--- src/rtl/ack_retry_command_queue_unit_macros.svh ---
// assertion macros for the command queue
`ifndef ACK_RETRY_COMMAND_QUEUE_UNIT_MACROS_SVH
`define ACK_RETRY_COMMAND_QUEUE_UNIT_MACROS_SVH
// assert that a condition implies a consequence at the same edge
`define ARCQ_ASSERT_IMP(lbl, ante, cons) \
	lbl: assert property (@(posedge clk) disable iff (!arst_n) (ante) |-> (cons)) \
		else $error("assertion failed");
// assert that a condition implies a consequence at the following edge
`define ARCQ_ASSERT_NEXT(lbl, ante, cons) \
	lbl: assert property (@(posedge clk) disable iff (!arst_n) (ante) |=> (cons)) \
		else $error("assertion failed");
`endif

--- src/rtl/arcq_pkg.sv ---
// shared types and codes of the command queue
package arcq_pkg;
	localparam int ENTRIES = 8;
	localparam int IDX_W = $clog2(ENTRIES);
	localparam int CNT_W = $clog2(ENTRIES + 1);

	localparam logic [2:0] OP_APPEND = 3'd0;
	localparam logic [2:0] OP_SET = 3'd1;
	localparam logic [2:0] OP_DISPATCH = 3'd2;
	localparam logic [2:0] OP_PAUSE = 3'd3;
	localparam logic [2:0] OP_RESUME = 3'd4;
	localparam logic [2:0] OP_POLL = 3'd5;

	localparam logic [2:0] ST_QUEUING = 3'd0;
	localparam logic [2:0] ST_WAITACK = 3'd1;
	localparam logic [2:0] ST_DELAYED = 3'd2;
	localparam logic [2:0] ST_FINISHED = 3'd3;
	localparam logic [2:0] ST_TOOMANY = 3'd4;
	localparam logic [2:0] ST_FAILED = 3'd5;
	localparam logic [2:0] ST_ABANDON = 3'd6;
	localparam logic [2:0] ST_PAUSED = 3'd7;

	localparam logic [2:0] RC_SUCCESS = 3'd0;
	localparam logic [2:0] RC_NONE = 3'd1;
	localparam logic [2:0] RC_BUSY = 3'd2;
	localparam logic [2:0] RC_PERIODIC = 3'd3;
	localparam logic [2:0] RC_NOTREMOVABLE = 3'd4;
	localparam logic [2:0] RC_FULL = 3'd5;

	// controller to datapath
	typedef struct packed {
		logic load;         // capture the incoming transaction
		logic append;       // write a new tail entry
		logic set_all;      // pause or resume, one slot per cycle while output is free
		logic visit;        // process slot at cursor (set, dispatch or poll)
		logic shift;        // move slot cursor+1 into cursor
		logic cursor_clr;
		logic cursor_inc;
		logic count_dec;
	} arcq_cmd_t;

	// datapath to controller
	typedef struct packed {
		logic [2:0] op;
		logic       full;
		logic       at_end;     // cursor reached entry count
		logic       shift_end;  // cursor+1 reached entry count
		logic       id_hit;
		logic [2:0] cur_status; // status of slot at cursor before update
		logic [2:0] poll_status;// status after poll rules
		logic [2:0] cur_flags;
		logic [7:0] cur_id;
	} arcq_stat_t;
endpackage

--- src/rtl/ack_retry_command_queue_unit.sv ---
// top level of the acknowledge and retry command queue
// Holds up to ENTRIES commands in insertion order and runs one operation per
// input transaction: append, set status by id, dispatch, pause all, resume all
// or poll. The input channel (in_valid/in_stall) carries the command fields;
// the output channel (out_valid/out_stall) carries result transactions, the
// final one of each operation marked by last.
// A command is taken only when the previous one has delivered all results.
// Set status, dispatch, pause, resume and poll walk the table one slot per cycle
// while the output is not stalled. A poll that removes an entry moves the later
// entries up one slot per cycle. Reset empties the table; the entry storage itself
// is not cleared. While the receiver stalls, the held result stays on the output
// and the walk waits at its current slot.
`include "ack_retry_command_queue_unit_macros.svh"
module ack_retry_command_queue_unit (
	input  logic        clk,
	input  logic        arst_n,
	input  logic        in_valid,
	output logic        in_stall,
	input  logic [2:0]  opcode,
	input  logic [7:0]  command_id,
	input  logic [2:0]  command_flags,
	input  logic [31:0] timeout_ticks,
	input  logic [7:0]  retry_limit,
	input  logic [2:0]  new_status,
	input  logic [31:0] time_now,
	output logic        out_valid,
	input  logic        out_stall,
	output logic [2:0]  result_code,
	output logic [7:0]  entry_id,
	output logic [2:0]  entry_status,
	output logic [2:0]  entry_flags,
	output logic        entry_valid,
	output logic        entry_removed,
	output logic        last
);
	arcq_pkg::arcq_cmd_t  cmd;
	arcq_pkg::arcq_stat_t stat;

	arcq_ctrl u_ctrl (
		.clk, .arst_n, .in_valid, .in_stall, .out_valid, .out_stall, .cmd, .stat,
		.result_code, .entry_id, .entry_status, .entry_flags, .entry_valid,
		.entry_removed, .last
	);

	arcq_datapath u_dp (
		.clk, .arst_n, .cmd, .stat, .opcode, .command_id, .command_flags,
		.timeout_ticks, .retry_limit, .new_status, .time_now
	);

	`ARCQ_ASSERT_IMP(a_no_accept_busy, in_valid && !in_stall, !out_valid || !out_stall)
	`ARCQ_ASSERT_IMP(a_removed_valid, out_valid && entry_removed, entry_valid && !last)
	`ARCQ_ASSERT_NEXT(a_hold, out_valid && out_stall, out_valid && $stable(result_code))
endmodule

--- src/rtl/arcq_datapath.sv ---
// entry tables, slot cursor and per-slot update logic
module arcq_datapath (
	input  logic                    clk,
	input  logic                    arst_n,
	input  arcq_pkg::arcq_cmd_t     cmd,
	output arcq_pkg::arcq_stat_t    stat,
	input  logic [2:0]              opcode,
	input  logic [7:0]              command_id,
	input  logic [2:0]              command_flags,
	input  logic [31:0]             timeout_ticks,
	input  logic [7:0]              retry_limit,
	input  logic [2:0]              new_status,
	input  logic [31:0]             time_now
);
	logic [7:0]  id_q      [arcq_pkg::ENTRIES];
	logic [2:0]  flag_q    [arcq_pkg::ENTRIES];
	logic [31:0] tmo_q     [arcq_pkg::ENTRIES];
	logic [7:0]  lim_q     [arcq_pkg::ENTRIES];
	logic [7:0]  retry_q   [arcq_pkg::ENTRIES];
	logic [2:0]  status_q  [arcq_pkg::ENTRIES];
	logic [31:0] trig_q    [arcq_pkg::ENTRIES];

	logic [arcq_pkg::CNT_W-1:0] count_q;
	logic [arcq_pkg::CNT_W-1:0] cursor_q;
	logic [2:0]  op_q, nst_q, cfl_q;
	logic [7:0]  cid_q, lim_ld_q;
	logic [31:0] now_q, tmo_ld_q;

	logic [arcq_pkg::IDX_W-1:0] idx, nidx, tail;
	logic [31:0] elapsed;
	logic        expired;
	logic [7:0]  retry_inc;
	logic [2:0]  st_poll;
	logic [arcq_pkg::CNT_W-1:0] cursor_p1;

	assign cursor_p1 = cursor_q + 1'b1;
	assign idx = cursor_q[arcq_pkg::IDX_W-1:0];
	assign nidx = cursor_p1[arcq_pkg::IDX_W-1:0];
	assign tail = count_q[arcq_pkg::IDX_W-1:0];
	assign elapsed = now_q - trig_q[idx];
	assign expired = elapsed >= tmo_q[idx];
	assign retry_inc = (retry_q[idx] == 8'hFF) ? retry_q[idx] : retry_q[idx] + 8'd1;

	always_comb begin
		st_poll = status_q[idx];
		if (status_q[idx] == arcq_pkg::ST_DELAYED && expired)
			st_poll = arcq_pkg::ST_QUEUING;
		if (status_q[idx] == arcq_pkg::ST_WAITACK && expired) begin
			if (flag_q[idx][2] || lim_q[idx] >= retry_inc)
				st_poll = arcq_pkg::ST_QUEUING;
			else
				st_poll = arcq_pkg::ST_TOOMANY;
		end
	end

	assign stat.op = op_q;
	assign stat.full = count_q >= arcq_pkg::CNT_W'(arcq_pkg::ENTRIES);
	assign stat.at_end = cursor_q >= count_q;
	assign stat.shift_end = cursor_p1 >= count_q;
	assign stat.id_hit = id_q[idx] == cid_q;
	assign stat.cur_status = status_q[idx];
	assign stat.poll_status = st_poll;
	assign stat.cur_flags = flag_q[idx];
	assign stat.cur_id = id_q[idx];

	always_ff @(posedge clk or negedge arst_n) begin
		if (!arst_n) begin
			count_q <= '0;
			cursor_q <= '0;
			op_q <= arcq_pkg::OP_APPEND;
		end else begin
			if (cmd.load)
				op_q <= opcode;
			if (cmd.cursor_clr)
				cursor_q <= '0;
			else if (cmd.cursor_inc)
				cursor_q <= cursor_p1;
			if (cmd.append)
				count_q <= count_q + 1'b1;
			else if (cmd.count_dec)
				count_q <= count_q - 1'b1;
		end
	end

	always_ff @(posedge clk) begin
		if (cmd.load) begin
			cid_q <= command_id;
			nst_q <= new_status;
			now_q <= time_now;
			cfl_q <= command_flags;
			tmo_ld_q <= timeout_ticks;
			lim_ld_q <= retry_limit;
		end
		if (cmd.append) begin
			id_q[tail] <= cid_q;
			flag_q[tail] <= cfl_q;
			tmo_q[tail] <= tmo_ld_q;
			lim_q[tail] <= lim_ld_q;
			retry_q[tail] <= 8'd0;
			status_q[tail] <= arcq_pkg::ST_QUEUING;
			trig_q[tail] <= 32'd0;
		end
		if (cmd.set_all)
			status_q[idx] <= (op_q == arcq_pkg::OP_PAUSE) ? arcq_pkg::ST_PAUSED
				: arcq_pkg::ST_QUEUING;
		if (cmd.visit) begin
			unique case (op_q)
				arcq_pkg::OP_SET: begin
					status_q[idx] <= nst_q;
					retry_q[idx] <= 8'd0;
				end
				arcq_pkg::OP_DISPATCH: begin
					status_q[idx] <= flag_q[idx][0] ? arcq_pkg::ST_WAITACK
						: flag_q[idx][1] ? arcq_pkg::ST_DELAYED : arcq_pkg::ST_FINISHED;
					trig_q[idx] <= now_q;
				end
				default: begin
					status_q[idx] <= st_poll;
					if (status_q[idx] == arcq_pkg::ST_WAITACK && expired)
						retry_q[idx] <= retry_inc;
				end
			endcase
		end
		if (cmd.shift) begin
			id_q[idx] <= id_q[nidx];
			flag_q[idx] <= flag_q[nidx];
			tmo_q[idx] <= tmo_q[nidx];
			lim_q[idx] <= lim_q[nidx];
			retry_q[idx] <= retry_q[nidx];
			status_q[idx] <= status_q[nidx];
			trig_q[idx] <= trig_q[nidx];
		end
	end
endmodule

--- src/rtl/arcq_ctrl.sv ---
// sequencer for the command queue operations and result output register
module arcq_ctrl (
	input  logic                    clk,
	input  logic                    arst_n,
	input  logic                    in_valid,
	output logic                    in_stall,
	output logic                    out_valid,
	input  logic                    out_stall,
	output arcq_pkg::arcq_cmd_t     cmd,
	input  arcq_pkg::arcq_stat_t    stat,
	output logic [2:0]              result_code,
	output logic [7:0]              entry_id,
	output logic [2:0]              entry_status,
	output logic [2:0]              entry_flags,
	output logic                    entry_valid,
	output logic                    entry_removed,
	output logic                    last
);
	typedef enum logic [2:0] {
		S_IDLE, S_DECODE, S_WALK, S_SHIFT, S_SUMMARY, S_OUT
	} state_t;

	state_t     state_q, ret_q;
	logic [2:0] code_q;
	logic       out_free, ld;
	logic [2:0] ncode;
	logic       rem;
	logic       fin;

	assign out_free = !out_valid || !out_stall;
	assign in_stall = state_q != S_IDLE;
	assign ld = in_valid && state_q == S_IDLE;
	assign fin = stat.poll_status == arcq_pkg::ST_FINISHED ||
		stat.poll_status == arcq_pkg::ST_TOOMANY ||
		stat.poll_status == arcq_pkg::ST_FAILED ||
		stat.poll_status == arcq_pkg::ST_ABANDON;
	assign rem = fin && !stat.cur_flags[1];
	assign ncode = !fin ? arcq_pkg::RC_NOTREMOVABLE
		: rem ? arcq_pkg::RC_SUCCESS : arcq_pkg::RC_PERIODIC;

	always_comb begin
		cmd = '0;
		cmd.load = ld;
		cmd.cursor_clr = ld;
		unique case (state_q)
			S_DECODE: begin
				cmd.append = stat.op == arcq_pkg::OP_APPEND && !stat.full;
			end
			S_WALK: begin
				if (!stat.at_end && out_free) begin
					unique case (stat.op)
						arcq_pkg::OP_PAUSE, arcq_pkg::OP_RESUME: begin
							cmd.set_all = 1'b1;
							cmd.cursor_inc = 1'b1;
						end
						arcq_pkg::OP_SET: begin
							cmd.visit = stat.id_hit;
							cmd.cursor_inc = !stat.id_hit;
						end
						arcq_pkg::OP_DISPATCH: begin
							cmd.visit = stat.cur_status == arcq_pkg::ST_QUEUING;
							cmd.cursor_inc = stat.cur_status != arcq_pkg::ST_QUEUING &&
								stat.cur_status != arcq_pkg::ST_WAITACK;
						end
						default: begin
							if (stat.cur_status == arcq_pkg::ST_PAUSED)
								cmd.cursor_inc = 1'b1;
							else begin
								cmd.visit = 1'b1;
								cmd.cursor_inc = !rem;
							end
						end
					endcase
				end
			end
			S_SHIFT: begin
				if (stat.shift_end)
					cmd.count_dec = 1'b1;
				else begin
					cmd.shift = 1'b1;
					cmd.cursor_inc = 1'b1;
				end
			end
			default: ;
		endcase
	end

	always_ff @(posedge clk or negedge arst_n) begin
		if (!arst_n) begin
			state_q <= S_IDLE;
			ret_q <= S_IDLE;
			out_valid <= 1'b0;
			code_q <= arcq_pkg::RC_NONE;
			result_code <= arcq_pkg::RC_NONE;
			entry_id <= '0;
			entry_status <= '0;
			entry_flags <= '0;
			entry_valid <= 1'b0;
			entry_removed <= 1'b0;
			last <= 1'b0;
		end else begin
			if (out_valid && !out_stall)
				out_valid <= 1'b0;
			unique case (state_q)
				S_IDLE: begin
					if (in_valid) begin
						state_q <= S_DECODE;
						code_q <= arcq_pkg::RC_NONE;
					end
				end
				S_DECODE: begin
					if (stat.op == arcq_pkg::OP_APPEND) begin
						code_q <= stat.full ? arcq_pkg::RC_FULL : arcq_pkg::RC_SUCCESS;
						state_q <= S_SUMMARY;
					end else if (stat.op == arcq_pkg::OP_PAUSE ||
						stat.op == arcq_pkg::OP_RESUME) begin
						code_q <= arcq_pkg::RC_SUCCESS;
						state_q <= S_WALK;
					end else if (stat.op == arcq_pkg::OP_SET ||
						stat.op == arcq_pkg::OP_DISPATCH ||
						stat.op == arcq_pkg::OP_POLL) begin
						state_q <= S_WALK;
					end else
						state_q <= S_SUMMARY;
				end
				S_WALK: begin
					if (stat.at_end)
						state_q <= S_SUMMARY;
					else if (out_free) begin
						unique case (stat.op)
							arcq_pkg::OP_SET: begin
								if (stat.id_hit) begin
									code_q <= arcq_pkg::RC_SUCCESS;
									state_q <= S_SUMMARY;
								end
							end
							arcq_pkg::OP_DISPATCH: begin
								if (stat.cur_status == arcq_pkg::ST_WAITACK) begin
									code_q <= arcq_pkg::RC_BUSY;
									state_q <= S_SUMMARY;
								end else if (stat.cur_status == arcq_pkg::ST_QUEUING) begin
									out_valid <= 1'b1;
									result_code <= arcq_pkg::RC_BUSY;
									entry_id <= stat.cur_id;
									entry_status <= stat.cur_flags[0] ? arcq_pkg::ST_WAITACK
										: stat.cur_flags[1] ? arcq_pkg::ST_DELAYED
										: arcq_pkg::ST_FINISHED;
									entry_flags <= stat.cur_flags;
									entry_valid <= 1'b1;
									entry_removed <= 1'b0;
									last <= 1'b1;
									state_q <= S_OUT;
									ret_q <= S_IDLE;
								end
							end
							arcq_pkg::OP_POLL: begin
								if (stat.cur_status != arcq_pkg::ST_PAUSED) begin
									code_q <= ncode;
									out_valid <= 1'b1;
									result_code <= ncode;
									entry_id <= stat.cur_id;
									entry_status <= stat.poll_status;
									entry_flags <= stat.cur_flags;
									entry_valid <= 1'b1;
									entry_removed <= rem;
									last <= 1'b0;
									if (rem)
										state_q <= S_SHIFT;
								end
							end
							default: ;
						endcase
					end
				end
				S_SHIFT: begin
					if (stat.shift_end)
						state_q <= S_SUMMARY;
				end
				S_SUMMARY: begin
					if (out_free) begin
						out_valid <= 1'b1;
						result_code <= code_q;
						entry_id <= '0;
						entry_status <= '0;
						entry_flags <= '0;
						entry_valid <= 1'b0;
						entry_removed <= 1'b0;
						last <= 1'b1;
						state_q <= S_OUT;
						ret_q <= S_IDLE;
					end
				end
				S_OUT: begin
					if (out_free || !out_valid)
						state_q <= ret_q;
				end
				default: state_q <= S_IDLE;
			endcase
		end
	end
endmodule

--- config.mk ---
export PLATFORM = sky130hd
export DESIGN_NAME = ack_retry_command_queue_unit
export DESIGN_NICKNAME = d
export VERILOG_FILES = /design/src/rtl/arcq_pkg.sv /design/src/rtl/ack_retry_command_queue_unit.sv /design/src/rtl/arcq_datapath.sv /design/src/rtl/arcq_ctrl.sv
export VERILOG_INCLUDE_DIRS = /design/src /design/src/rtl
export SDC_FILE = /design/constraint.sdc
export NUM_CORES = 1
export LEC_CHECK = 0
export ABC_CLOCK_PERIOD_IN_PS = 8500
export BUFFER_PORTS_ARGS = -buffer_cell sky130_fd_sc_hd__buf_2
export CORE_MARGIN = 10
export CORE_UTILIZATION = 60
export DETAILED_ROUTE_END_ITERATION = 10
export PLACE_DENSITY = 0.79
export SLEW_MARGIN = 20
export SYNTH_ARGS = -nofsm -noshare
export SYNTH_HDL_FRONTEND = slang
export SYNTH_SLANG_ARGS = --single-unit
--- constraint.sdc ---
create_clock -name clk -period 8.5 [get_ports clk]
set_clock_uncertainty 0.1 [all_clocks]
set_input_delay 1.7 -clock clk [delete_from_list [all_inputs] [get_ports clk]]
set_output_delay 1.7 -clock clk [all_outputs]
set_load 0.005 [all_outputs]
==> impl_results.md <==
- CTS Sinks: 876
- Port bufs: 114
- Final hold vios: 0
- PwrDens: around 340 nW/um^2
- Final instance area: about 47000 um^2
- Die area: 82300 um^2
- TritonRoute pass-1 iters: 6
- Post-synth EDFFs: around 840
- Type of the worst setup path: flip-flop to flip-flop
- Register clock-pin slew on the reported worst setup and hold paths: around 0.060 ns
- Fmax: 0.136 GHz
- DR WL/cell: 28.4 um
- Fill cells: 4585
- Leak: 0.0160 uW
- Die X: 287 um
- # setup viols final: 0
- Sw frac: 0.352
- ANT nets after route: 0
- Sequential Power Share: 0.351
- Initial antenna violation count: 1
- GRT Total Usage: 0.253
- Comb power frac: 0.408
- DRC: 0
- Synthesized area: 42800 um^2
- Worst-Skew Late Latency: 0.64 ns
- CP max FO: 53
- Hold Crit Class: flip-flop to flip-flop
- Grt total ovfl: 0
- H-tree Lvls: 3
- Number of global-route vias before repair: 25.9k
- Synthesized flop and latch total: slightly below 900
- MaxCap Viol Count: 0
- TritonCTS clock tree: built
- Synth top area share: 0.589
- Clk network pwr share: 0.241
- Area of the multi-input gates: 16000 um^2
- WHS: approximately 0.37 ns
- Drt first-iter violations: 2735
- Int Pwr: 10300 uW
- Largest net degree at the start of global routing: 113
- Synth Instances: about 2.5k
- First-pass GRT wire length: 159000 um
- Ratio of cells with drive above 1 in the final layout: 0.260
- CTS resizes: 0
- Fin crit period: 7.37 ns
- Vias: 25.0k
- Power, Total: 15900 uW
- Initial Util: 0.607
- Status: complete, no violations
- Vias per Instance: 6.89
- CP endpoint kind: flip-flop
- DP Area: 44500 um^2
- Final Slew Violations: 0
- Final wirelength: 103000 um
- HPWL Detailed: 63800 um
- End-of-flow core utilization: 0.672
- Layout Nets: between 2k and 3k
- Synth unique cells: 88
- Final TNS setup: 0 ns
- Async set or reset register ratio after synthesis: 0.0434
- Synth Flop Type: edfxtp_1
- Die height: 287 um
- Post-CTS Hold Fix Bufs: 0
- Syn. warnings: 0
- Inserted Diodes: 0
- Crit path launch type: flip-flop
- CTS root buffer: clkbuf_16
- CP required: 8.65 ns
- Sequential share of the synthesized area: 0.611
- Worst Tran Pin Value: 1.15 ns
- CTS max path bufs: 3
- Storage cell area: 26100 um^2
- RSZ-0062 raised after global routing: false
- R2R setup slack: 1.13 ns
- Final GP Congestion: ~0.96
- Post-CTS Setup Bufs: 0
- Peak VDD IR: 201 uV
- Site Rows: 97
- Placeable Area: approximately 70000 um^2
- Net Sw Power: approximately 5600 uW
- Largest cells by area after synthesis: edfxtp_1, mux4_2, mux2i_1
- Area growth from synthesis to layout: 10.7%
- Mapped Nets: approximately 2.7k
- Rel. slew slack: 0.229
- Crit path DAT: 7.52 ns
- Io pins: 115
- Most area-hungry cell type in the Yosys netlist: edfxtp_1
- Period utilization: 0.867
- Synth Area per Inst: roughly 17 um^2
- CTS Buf Count: between 80 and 90
==> per-stage QoR <==
stage	std cells	setup WS, ns
after floorplan	2507	0.939
after global placement	3465	1.43
after detailed placement	3465	1.19
after CTS	3626	1.14
after global routing	3626	0.544
final	3626	1.13
==> placed cells by master, fill, tap and decap left out, drive strengths merged, types with 11 or more instances in the layout <==
| cell type | n |
|---|---|
| edfxtp | 838 |
| mux4 | 363 |
| mux2i | 189 |
| buf | 165 |
| nand2 | 158 |
| o21ai | 120 |
| clkbuf | 110 |
| nor2 | 109 |
| a21oi | 106 |
| ha | 84 |
| clkinv | 37 |
| dfrtp | 36 |
| nor3 | 32 |
| inv | 29 |
| xnor2 | 27 |
| xor2 | 19 |
| nand3 | 18 |
| o31ai | 18 |
| a21o | 17 |
| o211ai | 14 |
| a211oi | 14 |
| o22ai | 13 |
| and3 | 11 |
==> synth_stat cells (all sizes together) (11+ instances only) <==
library cell and count:
xor2 19, nor3 32, ha 84, inv 25, nand3 18, o21ai 120, o211ai 14, a21oi 106
mux4 363, a211oi 14, buf 67, xnor2 27, and3 11, clkbuf 80, nand2 158, edfxtp 838
o31ai 18, nor2 109, dfrtp 36, mux2i 189, a21o 17, o22ai 13
==> metal layers <==
metal / vias up / global-route usage / part of all wire
met3: 263 / 0.0421 / 0.079
met1: 12900 / 0.329 / 0.37
met5: - / 0 / 0
met4: 0 / 0.103 / 0.045
met2: 1324 / 0.423 / 0.50
li1: 10500 / - / -
==> area by class of cell <==
class                      count  area share
clock inverter                51      0.0105
sequential                   876       0.552
multi-input combinational   1457       0.339
timing repair buffer         165      0.0215
clock buffer                 110      0.0501
inverter                      27     0.00225
tap                          940      0.0248
==> critical path, stage by stage (launching register included) <==
cell and delay [ns]:
dfrtp_4 0.98, buf_12 0.40, buf_4 0.51, mux4_2 0.56
mux2i_1 0.23, ha_1 0.33, a21oi_1 0.14, a21oi_1 0.08
nor4b_1 0.62, o311ai_0 0.25, a21oi_1 0.21, xnor2_1 0.10
ha_1 0.33, nand4_1 0.13, nor4_1 0.32, a31o_2 0.23
a21o_1 0.23, and4b_1 0.28, a211oi_2 0.10, o21ai_1 0.75
==> state kept, by name (all words and copies together) (netlist names), 4 cells and up <==
name / count
u_dp.retry_q: 64
u_dp.lim_q: 64
u_dp.id_q: 64
u_dp.flag_q: 24
u_dp.cid_q: 8
u_dp.tmo_q: 256
u_dp.now_q: 32
u_dp.trig_q: 256
u_ctrl.entry_id: 8
u_dp.tmo_ld_q: 32
u_dp.status_q: 24
u_dp.cursor_q: 4
u_dp.lim_ld_q: 8
u_dp.count_q: 4
==> power groups by stage <==
stage          Clock [uW]  Sequential [uW]  Combinational [uW]
6_report             3840             5590                6500
5_1_grt              4070             5620                7070
4_1_cts              3890             5580                6490
3_5_place_dp            0             5670                6430
3_3_place_gp            0             5640                6230
2_1_floorplan           0             5500                4880
==> path summary, 6_finish.rpt <==
kind	start	to	cells after the start
setup / recovery	u_dp.cursor_q[0]	u_dp.retry_q[3][3]	19
hold / removal	u_ctrl.entry_id[7]	u_ctrl.entry_id[7]	2
setup reg to reg	u_dp.cursor_q[0]	u_dp.retry_q[3][3]	19
hold reg to reg	u_ctrl.entry_id[7]	u_ctrl.entry_id[7]	2
max in group asynchronous	arst_n	u_dp.cursor_q[2]	1
min in group asynchronous	arst_n	u_ctrl.entry_id[5]	1
==> cell families after synthesis <==
| kind of cell | share of synthesized area |
|---|---|
| compound gates | 0.0550 |
| xor+xnor | 0.00942 |
| fa+ha+maj | 0.0255 |
| buf+inv | 0.0190 |
| flops | 0.611 |
| mux | 0.238 |
| simple gates | 0.0418 |
(Power assumes the default switching activity.)
